File: src/hw/rtl/tlbr_pkg.sv
// ----------------------------------------------------------------------------
// tlbr_pkg
// Shared sizes, codes and types of the translation buffer with FIFO or LRU
// replacement.
// ----------------------------------------------------------------------------
`default_nettype none

package tlbr_pkg;

    localparam int TLB_DEPTH  = 32;
    localparam int PID_BITS   = 16;
    localparam int PAGE_BITS  = 20;
    localparam int FRAME_BITS = 20;
    localparam int AGE_BITS   = 32;

    localparam int IDX_BITS  = (TLB_DEPTH > 1) ? $clog2(TLB_DEPTH) : 1;
    localparam int SLOT_BITS = 5;
    localparam int USE_BITS  = 6;
    localparam int DEPTH_CNT_BITS = $clog2(TLB_DEPTH + 1);
    localparam int ACT_BITS  = (USE_BITS > DEPTH_CNT_BITS) ? USE_BITS : DEPTH_CNT_BITS;
    localparam int SCAN_BITS = DEPTH_CNT_BITS;

    localparam int ADDR_BITS = 3;
    localparam int DATA_BITS = 32;

    // register index is byte address bit 2
    localparam logic REG_ENTRIES = 1'b0;
    localparam logic REG_MODE    = 1'b1;

    localparam logic [USE_BITS-1:0] USE_RESET = 6'd32;

    localparam logic MODE_FIFO = 1'b0;
    localparam logic MODE_LRU  = 1'b1;

    localparam logic OP_LOOKUP = 1'b0;
    localparam logic OP_INSERT = 1'b1;

    localparam logic [AGE_BITS-1:0] CLOCK_RESET = AGE_BITS'(1);

    typedef struct packed {
        logic [PID_BITS-1:0]  pid;
        logic [PAGE_BITS-1:0] page;
    } key_t;

    // partial search result walking down the row of cells
    typedef struct packed {
        logic                  hit;
        logic [IDX_BITS-1:0]   hit_idx;
        logic [FRAME_BITS-1:0] frame;
        logic                  empty;
        logic [IDX_BITS-1:0]   empty_idx;
        logic [AGE_BITS-1:0]   min_age;
        logic [IDX_BITS-1:0]   min_idx;
    } carry_t;

    localparam carry_t CARRY_INIT = '{
        hit:       1'b0,
        hit_idx:   '0,
        frame:     '0,
        empty:     1'b0,
        empty_idx: '0,
        min_age:   '1,
        min_idx:   '0
    };

    // entry update broadcast to all cells
    typedef struct packed {
        logic                  wr_entry;
        logic                  wr_age;
        logic [IDX_BITS-1:0]   idx;
        logic [PID_BITS-1:0]   owner;
        logic [PAGE_BITS-1:0]  page;
        logic [FRAME_BITS-1:0] frame;
        logic [AGE_BITS-1:0]   age;
    } upd_t;

endpackage

`default_nettype wire

File: src/hw/rtl/tlbr_regs.sv
// ----------------------------------------------------------------------------
// tlbr_regs
// APB register file: active entry count and replacement mode.
// ----------------------------------------------------------------------------
`default_nettype none

module tlbr_regs (
    input  wire logic                            clk,
    input  wire logic                            rst_n,
    input  wire logic                            psel,
    input  wire logic                            penable,
    input  wire logic                            pwrite,
    input  wire logic [tlbr_pkg::ADDR_BITS-1:0]  paddr,
    input  wire logic [tlbr_pkg::DATA_BITS-1:0]  pwdata,
    output logic [tlbr_pkg::DATA_BITS-1:0]       prdata,
    output logic                                 pready,
    output logic [tlbr_pkg::USE_BITS-1:0]        entries_in_use,
    output logic                                 replace_mode
);

    import tlbr_pkg::*;

    logic [USE_BITS-1:0] use_reg;
    logic                mode_reg;
    logic                wr_en;
    logic                reg_sel;

    assign reg_sel = paddr[2];
    assign wr_en   = psel && penable && pwrite;
    assign pready  = 1'b1;

    always_ff @(posedge clk or negedge rst_n)
    begin
        if (!rst_n)
        begin
            use_reg  <= USE_RESET;
            mode_reg <= MODE_FIFO;
        end
        else if (wr_en)
        begin
            unique case (reg_sel)
                REG_ENTRIES: use_reg  <= pwdata[USE_BITS-1:0];
                REG_MODE:    mode_reg <= pwdata[0];
                default:     use_reg  <= use_reg;
            endcase
        end
    end

    always_comb
    begin
        unique case (reg_sel)
            REG_ENTRIES: prdata = DATA_BITS'(use_reg);
            REG_MODE:    prdata = DATA_BITS'(mode_reg);
            default:     prdata = '0;
        endcase
    end

    assign entries_in_use = use_reg;
    assign replace_mode   = mode_reg;

endmodule

`default_nettype wire

File: config.mk
export PLATFORM = sky130hd
export DESIGN_NAME = tlbr_regs
export DESIGN_NICKNAME = d
export VERILOG_FILES = /design/src/hw/rtl/tlbr_pkg.sv /design/src/hw/rtl/tlbr_regs.sv
export SDC_FILE = /design/constraint.sdc
export NUM_CORES = 1
export LEC_CHECK = 0
export ABC_AREA = 0
export BUFFER_PORTS_ARGS = -buffer_cell sky130_fd_sc_hd__buf_2
export CAP_MARGIN = 0
export CORE_MARGIN = 1.5
export CORE_UTILIZATION = 31
export CTS_CLUSTER_DIAMETER = 30
export DETAILED_ROUTE_END_ITERATION = 6
export GPL_ROUTABILITY_DRIVEN = 0
export PLACE_DENSITY = 0.95
export SETUP_SLACK_MARGIN = 0.02
export SKIP_LAST_GASP = 1
export SLEW_MARGIN = 15
export SYNTH_ARGS = -nofsm -noshare
export SYNTH_HDL_FRONTEND = slang
export SYNTH_SLANG_ARGS = --single-unit
File: constraint.sdc
create_clock -name clk -period 2.67 [get_ports clk]
set_clock_uncertainty 0.2 [all_clocks]
set_input_delay 0.534 -clock clk [delete_from_list [all_inputs] [get_ports clk]]
set_output_delay 0.534 -clock clk [all_outputs]
set_load 0.01 [all_outputs]
==> impl_metrics.ini <==
[status]
outcome = completed

[sta]
fin_crit_ns = 1.90
rsz0062_at_grt = false
setup_viol = 0
fin_crit_sh_pct = 71.3
fmaxAchievable_mhz = 525
report.final.hold_viol_count = 0
maxSlewViolCount = 0
tns_ns = 0

[setup_path]
cp.required_ns = 1.94
rrSetupSlack_ns = 1.71
crit_fanout = 8
r2r_cells = 1
crit_arrival_ns = 1.17
critPathLaunchType = primary input
crit_type = in2out
critPathCaptureType = output port

[route]
drtIter0Drc = 3
wl_met1_um = 262
route.met2.wl_um = 469
wl_um = 803
postRouteAntennaNets = 0
firstDrtPassIters = 2
highest_layer = met3
vias = 363
viasPerCell = 3.82
dr_wl_met3_um = 71
drc = 0
routedWlPerCell_um = 8.45

[place]
dp_hpwl_um = 721
port_buffers = 24

[global_route]
grt_pass1_vias = 297
grt_use_total_pct = 9.11
grt_antenna_before_repair = 0
grt_pass1_wl_mm = 1.19
grt_max_degree = 9
grt.overflow.total = 0

[final_layout]
register_area_um2 = 176
syn_to_final_growth_pct = 12.5
post-route-util_pct = 36.7
multiInputGateArea_um2 = 265
drive_above_1_share_pct = 53.8
antenna_cells = 0
num-fill-cells = 180
final_net_count = 119

[synth]
netlist_top_cells_count = buf_4 (27), mux2_2 (8), dfrtp_1 (6)
synth_edf_count = 0
ys_seq_area_share_pct = 32.0
synth_cell_types = 8
synth_top_area_share_pct = 36.8
postSynth.asyncResetShare_pct = 100
netlist_area_um2 = 551
synth_top_cell_by_area = buf_4
synth_flop_cell = dfrtp_1
ys.warnings.count = 0
ys_seq_elements = 7
synth_most_common_cell = buf_4
synthTopCellsByArea = buf_4 (37%), dfrtp_1 (27%), mux2_2 (16%), and2b_2 (8.0%), dfstp_2 (4.8%)
avgSynthCellArea_um2 = 10.8
netlist_instances = 51

[die]
die-height_um = 45.1
die_w_um = 45.1
core.rowCount = 15
core_area_um2 = 1690
initial_core_util_pct = 32.6
die-area_um2 = 2040
pin_count = 80

[run]
cap_violations = 0

[clock_tree]
cts.sinks = 7
cts-htree-levels = 1
postCtsSetupBuffers = 0
cts_tree = built
clk_pin_slew_ns = 0.05
clockBufferDepth = 2
root_buffer = clkbuf_4
cts_buffers = 3
worstSkewPairLatency_ns = 0.24

[hold_path]
min_path_type = in2reg
hold_path_depth = 2

[power_and_ir_drop]
p_leak_uw = 0.000367
p_per_area_nw_per_um2 = 592
ir_drop_mv = 0.181
report_power, final:
part / switching [µW] / internal, µW
combinational: 65.2 / 60.1
clock: 36.8 / 56.9
sequential: 15.1 / 132
kinds of logic (layout without fill, tap and decap cells):
logic type	count (synthesis)	after routing	share of synthesized area [%]
buffers and inverters	27	29	36.8
DFF	7	7	32.0
muxes	8	8	16.4
other	2	27	1.36
and+or+nand+nor	7	7	13.4
layout by cell type, fill, tap and decap left out:
master	synthesis	routed
conb_1	2	27
buf_2	0	24
mux2_2	8	8
dfrtp_1	6	6
and2b_2	5	5
clkbuf_4	0	3
nand4b_4	1	1
nand4_1	1	1
clkbuf_1	0	1
dfstp_2	1	1
dlygate4sd3_1	0	1
metal layers:
layer | up-vias | global-route usage (%)
met3 | 0 | 3.60
li1 | 163 | -
met2 | 30 | 15.7
met5 | - | 0
met1 | 170 | 6.95
met4 | 0 | 10.6
layout make-up:
type | instances | share of cell area [%]
timing repair buffer | 25 | 21.0
multi-input combinational | 42 | 42.8
sequential | 7 | 28.5
clock buffer | 4 | 4.24
tap | 17 | 3.43
final timing paths:
check | start | end
min | pwdata[3] | entries_in_use[3]
max in group asynchronous | rst_n | entries_in_use[5]
min in group asynchronous | rst_n | entries_in_use[3]
max | paddr[2] | prdata[0]
max reg2reg | entries_in_use[3] | entries_in_use[3]
min reg2reg | entries_in_use[4] | entries_in_use[4]
worst max-delay path, cell delays in order:
cell and delay, ns:
buf_2 0.14, mux2_2 0.35, buf_2 0.14
per-stage QoR:
step / setup slack (ns) / power (µW) / hold slack, ns / instances / cell area [µm²]
after global routing: 0.736 / 398 / 0.299 / 95 / 619
after floorplan: 1.07 / 250 / 0.0384 / 76 / 644
after CTS: 0.750 / 373 / 0.314 / 95 / 619
after global placement: 0.774 / 269 / 0.168 / 90 / 583
final: 0.766 / 366 / 0.319 / 95 / 619
after detailed placement: 0.752 / 275 / 0.173 / 90 / 583
sequential cells by signal, indices dropped and copies added (netlist names):
register and count:
entries_in_use 6, replace_mode 1
what timing repair did:
action                                 in CTS  in global routing
resized for setup                           0                  0
endpoints found under the hold margin       6                  0
hold buffers                                1                  0
Note: power is estimated with default switching activity, not from simulation.
