==> config.mk <==
export PLATFORM = sky130hd
export DESIGN_NAME = tlbr_cell
export DESIGN_NICKNAME = d
export VERILOG_FILES = /design/src/hw/rtl/tlbr_pkg.sv /design/src/hw/rtl/tlbr_cell.sv
export SDC_FILE = /design/constraint.sdc
export NUM_CORES = 1
export LEC_CHECK = 0
export BUFFER_PORTS_ARGS = -buffer_cell sky130_fd_sc_hd__buf_2
export CAP_MARGIN = 20
export CORE_UTILIZATION = 43
export CTS_BUF_LIST = sky130_fd_sc_hd__clkbuf_8
export DETAILED_ROUTE_END_ITERATION = 8
export GPL_TIMING_DRIVEN = 0
export PLACE_DENSITY_LB_ADDON = 0.15
export SYNTH_ARGS = -nofsm -noshare
export SYNTH_HDL_FRONTEND = slang
export SYNTH_SLANG_ARGS = --single-unit
==> constraint.sdc <==
create_clock -name clk -period 2.5 [get_ports clk]
set_input_delay 0.5 -clock clk [delete_from_list [all_inputs] [get_ports clk]]
set_output_delay 0.5 -clock clk [all_outputs]
set_load 0.01 [all_outputs]
==> src/hw/rtl/tlbr_pkg.sv <==
// ----------------------------------------------------------------------------
// tlbr_pkg
// Shared sizes, codes and types of the translation buffer with FIFO or LRU
// replacement.
// ----------------------------------------------------------------------------
`default_nettype none

package tlbr_pkg;

    localparam int TLB_DEPTH  = 32;
    localparam int PID_BITS   = 16;
    localparam int PAGE_BITS  = 20;
    localparam int FRAME_BITS = 20;
    localparam int AGE_BITS   = 32;

    localparam int IDX_BITS  = (TLB_DEPTH > 1) ? $clog2(TLB_DEPTH) : 1;
    localparam int SLOT_BITS = 5;
    localparam int USE_BITS  = 6;
    localparam int DEPTH_CNT_BITS = $clog2(TLB_DEPTH + 1);
    localparam int ACT_BITS  = (USE_BITS > DEPTH_CNT_BITS) ? USE_BITS : DEPTH_CNT_BITS;
    localparam int SCAN_BITS = DEPTH_CNT_BITS;

    localparam int ADDR_BITS = 3;
    localparam int DATA_BITS = 32;

    // register index is byte address bit 2
    localparam logic REG_ENTRIES = 1'b0;
    localparam logic REG_MODE    = 1'b1;

    localparam logic [USE_BITS-1:0] USE_RESET = 6'd32;

    localparam logic MODE_FIFO = 1'b0;
    localparam logic MODE_LRU  = 1'b1;

    localparam logic OP_LOOKUP = 1'b0;
    localparam logic OP_INSERT = 1'b1;

    localparam logic [AGE_BITS-1:0] CLOCK_RESET = AGE_BITS'(1);

    typedef struct packed {
        logic [PID_BITS-1:0]  pid;
        logic [PAGE_BITS-1:0] page;
    } key_t;

    // partial search result walking down the row of cells
    typedef struct packed {
        logic                  hit;
        logic [IDX_BITS-1:0]   hit_idx;
        logic [FRAME_BITS-1:0] frame;
        logic                  empty;
        logic [IDX_BITS-1:0]   empty_idx;
        logic [AGE_BITS-1:0]   min_age;
        logic [IDX_BITS-1:0]   min_idx;
    } carry_t;

    localparam carry_t CARRY_INIT = '{
        hit:       1'b0,
        hit_idx:   '0,
        frame:     '0,
        empty:     1'b0,
        empty_idx: '0,
        min_age:   '1,
        min_idx:   '0
    };

    // entry update broadcast to all cells
    typedef struct packed {
        logic                  wr_entry;
        logic                  wr_age;
        logic [IDX_BITS-1:0]   idx;
        logic [PID_BITS-1:0]   owner;
        logic [PAGE_BITS-1:0]  page;
        logic [FRAME_BITS-1:0] frame;
        logic [AGE_BITS-1:0]   age;
    } upd_t;

endpackage

`default_nettype wire

==> src/hw/rtl/tlbr_cell.sv <==
// ----------------------------------------------------------------------------
// tlbr_cell
// One buffer entry: stores owner, page, frame and age stamp, folds its entry
// into the search carry and registers the carry for the next cell.
// ----------------------------------------------------------------------------
`default_nettype none

module tlbr_cell (
    input  wire logic                           clk,
    input  wire logic                           rst_n,
    input  wire logic [tlbr_pkg::IDX_BITS-1:0]  cell_idx,
    input  wire logic                           active,
    input  wire tlbr_pkg::key_t                 key,
    input  wire tlbr_pkg::carry_t               carry_in,
    input  wire tlbr_pkg::upd_t                 upd,
    output tlbr_pkg::carry_t                    carry_out
);

    import tlbr_pkg::*;

    logic [PID_BITS-1:0]   owner_reg;
    logic [PAGE_BITS-1:0]  page_reg;
    logic [FRAME_BITS-1:0] frame_reg;
    logic [AGE_BITS-1:0]   age_reg;
    carry_t                carry_reg;
    carry_t                carry_next;
    logic                  sel;

    assign sel = (upd.idx == cell_idx);

    always_comb
    begin
        carry_next = carry_in;
        if (active)
        begin
            if (!carry_in.hit && key.pid != '0 && owner_reg == key.pid
                && page_reg == key.page)
            begin
                carry_next.hit     = 1'b1;
                carry_next.hit_idx = cell_idx;
                carry_next.frame   = frame_reg;
            end
            if (!carry_in.empty && owner_reg == '0)
            begin
                carry_next.empty     = 1'b1;
                carry_next.empty_idx = cell_idx;
            end
            // strict less keeps the earlier cell on equal stamps
            if (age_reg < carry_in.min_age)
            begin
                carry_next.min_age = age_reg;
                carry_next.min_idx = cell_idx;
            end
        end
    end

    always_ff @(posedge clk)
    begin
        carry_reg <= carry_next;
    end

    always_ff @(posedge clk or negedge rst_n)
    begin
        if (!rst_n)
        begin
            owner_reg <= '0;
            page_reg  <= '0;
            frame_reg <= '0;
            age_reg   <= '0;
        end
        else if (upd.wr_entry && sel)
        begin
            owner_reg <= upd.owner;
            page_reg  <= upd.page;
            frame_reg <= upd.frame;
            age_reg   <= upd.age;
        end
        else if (upd.wr_age && sel)
        begin
            age_reg <= upd.age;
        end
    end

    assign carry_out = carry_reg;

endmodule

`default_nettype wire

==> results of run 1 <==
[path summary, 6_finish.rpt]
path / from / end / slack (ns)
max: age_reg[31] / carry_out[2] / 0.18
min reg2reg: frame_reg[12] / carry_out[55] / 0.50
min: rst_n / age_reg[16] / 0.03
max reg2reg: age_reg[31] / carry_out[2] / 0.18
min in group clk: carry_in[42] / carry_out[42] / 0.27
max in group asynchronous: rst_n / frame_reg[19] / 1.82
[layout make-up]
| class | count | area share [%] |
|---|---|---|
| Sequential cell | 157 | 39.8 |
| Multi-Input combinational cell | 303 | 33.9 |
| Timing Repair Buffer | 278 | 15.8 |
| Tap cell | 211 | 2.93 |
| Clock buffer | 17 | 2.60 |
| Clock inverter | 15 | 2.20 |
| Buffer | 15 | 1.43 |
| Inverter | 33 | 1.38 |
[power breakdown]
part | switching [uW] | leakage, uW | internal (uW)
registers | 426 | 0.00170 | 3250
logic | 882 | 0.00264 | 1180
clock network | 1030 | 0.000212 | 1020
total | 2340 | 0.00455 | 5460
[metal layers]
metal,GRT usage [%],wire (um),vias to the layer above
met3,7.44,1420,16
met4,5.88,212,0
li1,-,-,2395
met5,0,0,-
met1,22.8,6530,2330
met2,34.9,8090,182
[cell families after synthesis]
group / Yosys count
adder cells (fa/ha/maj): 31
flip-flops: 157
AND/OR/NAND/NOR: 52
buffers and inverters: 48
XOR/XNOR: 41
AO/OA/AOI/OAI: 24
multiplexers: 155
[critical path, stage by stage (launching register included)]
cell and delay, ns:
dfrtp_1 0.40, ha_1 0.32, nand4_1 0.14, or2_1 0.30
a211oi_1 0.30, nor4_2 0.12, nand3_4 0.10, buf_4 0.18
mux2_2 0.34
[through the flow]
stage / hold WS [ns] / utilization, % / worst slack, ns / power, uW
4_1_cts: 0.0193 / 58.4 / 0.0713 / 7890
2_1_floorplan: 0.204 / - / 0.198 / 5020
6_report: 0.0255 / 58.4 / 0.177 / 7800
3_5_place_dp: 0.482 / 55.5 / -0.276 / 5810
5_1_grt: 0.0322 / 58.4 / 0.0399 / 8270
3_3_place_gp: 0.478 / 55.3 / -0.246 / 5710
[placed cells by master (no fill, tap or decap), drive strengths merged, types with 2 or more instances in the layout]
| cell type | synthesis | final |
|---|---|---|
| mux2 | 155 | 155 |
| buf | 14 | 292 |
| a21o | 4 | 4 |
| dfxtp | 69 | 69 |
| inv | 33 | 41 |
| nor3 | 2 | 2 |
| xor2 | 26 | 26 |
| dfrtp | 88 | 88 |
| a21oi | 9 | 9 |
| nor2 | 2 | 2 |
| xnor2 | 15 | 15 |
| ha | 31 | 31 |
| o21ai | 2 | 2 |
| or2 | 2 | 2 |
| clkbuf | 1 | 18 |
| nand2 | 8 | 8 |
| clkinvlp | 0 | 2 |
| bufinv | 0 | 3 |
| nand3 | 5 | 5 |
| nor4 | 15 | 15 |
| clkinv | 0 | 2 |
| o2111ai | 2 | 2 |
| nand4 | 11 | 11 |
[repair_timing]
item | CTS | global route
gates resized for setup | 1 | 0
pin swaps | 1 | 1
cloned | 0 | 0
hold buffers | 0 | 0
setup buffers | 1 | 0
endpoints found under the setup margin | 30 | 16
==> impl_metrics.ini, run 1 <==
[outcome]
status = finished, final reports clean

[sta]
setup_viol = 0
slew_headroom_pct = 50.0
hold_viol = 0
setup_tns_ns = 0
fmax_ghz = 0.430
fin_worst_skew_ns = 0.0128
final-max-slew-violation-count = 0
finalCritPeriodShare_pct = 92.9
tightest_slew_ns = 0.744
rsz0062_at_grt = no
fin_crit_ns = 2.32

[synth]
synthMuxAreaShare_pct = 26.4
synthCells = 508
ys_seq_area_share_pct = 52.1
synth_compound_area_share_pct = 2.36
synth_fa_ha_area_share_pct = 5.63
async_flop_share_pct = 56.1
yosysMostFrequentCell = mux2_2
synth_cell_types = 42
synthXorXnorAreaFrac_pct = 5.22
synth_area_mm2 = 0.00688
avgSynthCellArea_um2 = 13.6
ys.warnings.count = 0
synth_commonest_cells = mux2_2, dfrtp_1, dfxtp_1, inv_1, ha_1
synth_edf_count = 0
synthSimpleGateAreaFrac_pct = 4.67
synth_top_area_share_pct = 32.0
yosys_most_used_dff = dfrtp_1
syn-num-nets = 747
synth_top_family_by_area = multiplexers
yosys.area.top_type = dfrtp_1
ys_top_cells_by_area = dfrtp_1, dfxtp_1, mux2_2
ys_ff_latch = 157

[layout]
ff_latch_area_mm2 = 0.00358
drive_above_1_share_pct = 55.5
nets = 1044
multiInputGateArea_mm2 = 0.00306
areaGrowthSynthToFinish_pct = 30.8
largest_reg_flops = 69
final_cells = 1029
final_cell_area_mm2 = 0.00901
fillers = 1385
insertedDiodeCount = 0

[cts]
cts_root_buffer = clkbuf_8
insertion_delay_ns = 0.44
clockBufferDepth = 2
cts_buffers = 17
h-tree-depth = 4
cts_tree = done
cts.sinks = 157
clkSlewWorstSetupHoldPaths_ns = 0.09

[route]
drc_errors = 0
ant_nets = 0
dr.pass1.iters = 4
drt-vias-per-instance = 4.78
via_count = 4923
wl_per_cell_um = 15.8
drt-initial-drc-count = 158
wl_um = 16300

[floorplanning]
die_h_um = 129
fp.coreArea_mm2 = 0.0154
rows = 45
die_w_um = 129
die_area_mm2 = 0.0165
ios = 277
start_util_pct = 44.6

[global_routing]
overflow = 0
grt_usage_pct = 20.0
grt_max_degree = 55
grt_antenna_before_repair = 1
grt_pass1_vias = 5093
grt_first_pass_wirelength_um = 25000

[setup_path]
ff2ff_path_depth = 8
crit_required_ns = 2.83
cp.arrival_ns = 2.65
path_max_fanout = 7
setup.worst_path.start_class = register
critPathKind = reg -> reg
crit_path_end_kind = register

[power]
p_leak_uw = 0.00455
vdd_ir_drop_max_v = 0.000495
power_density_mw_per_mm2 = 866

[placement]
place_hpwl_um = 12900
gp_congestion = 0.830
io_buffers = 276
post-place-cells = 996
place_area_mm2 = 0.00856

[min_path]
holdCritPathClass = in -> async

[run]
max-cap-violations = 0
(Power assumes the default switching activity.)
==> run 2, diff against run 1 <==
--- a/config.mk
+++ b/config.mk
@@ -5,11 +5,11 @@
 export SDC_FILE = /design/constraint.sdc
 export NUM_CORES = 1
 export LEC_CHECK = 0
-export BUFFER_PORTS_ARGS = -buffer_cell sky130_fd_sc_hd__buf_2
 export CAP_MARGIN = 20
 export CORE_UTILIZATION = 43
 export CTS_BUF_LIST = sky130_fd_sc_hd__clkbuf_8
 export DETAILED_ROUTE_END_ITERATION = 8
+export DONT_BUFFER_PORTS = 1
 export GPL_TIMING_DRIVEN = 0
 export PLACE_DENSITY_LB_ADDON = 0.15
 export SYNTH_ARGS = -nofsm -noshare
==> run 2 against run 1 <==
Critical path type unchanged. Largest power group unchanged. Clock-buffer cell count rose by 2. Final cell count shrank 27%. Global-route usage shrank 1.5 points. Utilization decreased by 8.8 points.
==> impl_metrics.ini, run 2 (same netlist as run 1, synthesis figures left out) <==
[floorplanning]
die_area_mm2 = 0.0165
ios = 277
die_w_um = 129
fp.coreArea_mm2 = 0.0154
start_util_pct = 44.6
rows = 45
die_h_um = 129

[layout]
final_cell_mix = mux2_2, dfrtp_1, dfxtp_1
final_cells = 754
drive_above_1_share_pct = 32.4
insertedDiodeCount = 0
nets = 769
largest_reg_flops = 69
final_cell_area_mm2 = 0.00765
areaGrowthSynthToFinish_pct = 11.1
final_common_cell = mux2_2

[sta]
fin_crit_ns = 2.32
tightest_slew_ns = 0.743
hold_viol = 0
finalCritPeriodShare_pct = 92.7
fmax_ghz = 0.431
rsz0062_at_grt = no
fin_worst_skew_ns = 0.0127
whs_ns = 0.148
setup_tns_ns = 0
final-max-slew-violation-count = 0
slew_headroom_pct = 50.1
setup_viol = 0

[placement]
post-place-cells = 719
place_area_mm2 = 0.00715
io_buffers = 0
gp_congestion = 0.791
place_hpwl_um = 11800

[setup_path]
path_max_fanout = 7
cp.arrival_ns = 2.64
critPathKind = reg -> reg
max_stage_delay_ns = 0.39
crit_required_ns = 2.82
cpMostUsedCell = nand4_1
worst-path-buf-inv = 1
crit_chain = ha_1, nand4_1, or2_1, nor3_2, nand4_1, nand3_4, buf_4, mux2_2
crit_path_end_kind = register
crit_family = simple AND/OR/NAND/NOR gates
cpMaxStageDelayCell = dfrtp_1
setup.worst_path.start_class = register

[power]
pwr-share-clk_pct = 28.2
intPower_uw = 5340
pwr-share-seq_pct = 51.2
p_comb_share_pct = 20.7
p_switching_uw = 2140
power_density_mw_per_mm2 = 978
vdd_ir_drop_max_v = 0.000453
p_leak_uw = 0.00348
switching_share_pct = 28.6
p_total_uw = 7480

[route]
ant_nets = 0
drt-initial-drc-count = 80
wl_um = 15000
drc_errors = 0
dr.pass1.iters = 4
wl_per_cell_um = 20.0
via_count = 3956
drt-vias-per-instance = 5.25

[global_routing]
grt_antenna_before_repair = 3
grt_usage_pct = 18.5
met3_usage_pct = 10.0
grt.busiest_layer = met2
grtUsageMet1_pct = 19.7
overflow = 0
grt_use_met2_pct = 31.0
grt_max_degree = 89
grt_first_pass_wirelength_um = 22500
grt_pass1_vias = 4152

[cts]
insertion_delay_ns = 0.45
cts.sinks = 157
clockBufferDepth = 2
cts_buffers = 17
clkSlewWorstSetupHoldPaths_ns = 0.08
cts_root_buffer = clkbuf_8
cts_tree = done
h-tree-depth = 4

[min_path]
holdCritPathClass = in -> reg

[outcome]
status = finished, final reports clean

[run]
max-cap-violations = 0
[run 2: cell count changes in the layout (fill, tap and decap cells not counted), sizes merged]
cell         before  now
buf             292   16
inv              41   38
clkbuf           18   20
bufinv            3    4
dlygate4sd3       0    1
[run 2: what timing repair did]
item	in CTS	in global routing
cloned	0	0
resized for setup	1	0
setup buffers	1	0
endpoints found under the hold margin	88	0
pin swaps	1	1
hold buffers	2	0
setup endpoints to repair	30	21
[run 2: final timing paths]
check / from / slack (ns) / end / cells past startpoint
worst max register to register: age_reg[31] / 0.18 / carry_out[1] / 8
min in group asynchronous: rst_n / 0.60 / age_reg[16] / 2
max in group asynchronous: rst_n / 1.48 / frame_reg[8] / 2
worst max-delay path: age_reg[31] / 0.18 / carry_out[1] / 8
worst min-delay path: carry_in[42] / 0.15 / carry_out[42] / 2
worst min register to register: frame_reg[15] / 0.50 / carry_out[58] / 1
[run 2: stage by stage]
stage | utilization (%) | setup slack [ns]
after floorplan | - | 0.198
after global placement | 46.3 | -0.163
after detailed placement | 46.3 | -0.188
after CTS | 49.6 | 0.0525
after global routing | 49.6 | 0.0203
final | 49.6 | 0.182
[run 2: routing by layer]
metal | wire (um) | vias up
li1 | - | 1844
met1 | 5610 | 1922
met2 | 7430 | 161
met3 | 1730 | 23
met4 | 235 | 6
met5 | 45 | -
[run 2: power by group through the flow]
| stage | sequential, uW | combinational, uW | clock [uW] |
|---|---|---|---|
| 2_1_floorplan | 3730 | 1280 | 0 |
| 4_1_cts | 3840 | 1580 | 2190 |
| 5_1_grt | 3930 | 1750 | 2270 |
| 3_5_place_dp | 3890 | 1520 | 0 |
| 6_report | 3830 | 1550 | 2110 |
| 3_3_place_gp | 3860 | 1490 | 0 |
[run 2: worst reg2reg max path, cell delays in order (launching register included)]
cell	delay, ns
dfrtp_1	0.39
ha_1	0.32
nand4_1	0.13
or2_1	0.29
nor3_2	0.18
nand4_1	0.19
nand3_4	0.17
buf_4	0.18
mux2_2	0.36
[run 2: cell type report]
cell class	instances	area, um2
fillers	1433	7780
clock inverters	13	189
well taps	211	264
clock buffers	19	262
multi-input cells	303	3060
repair buffers	3	45.0
flip-flops and latches	157	3580
plain buffers	15	129
inverters	33	124
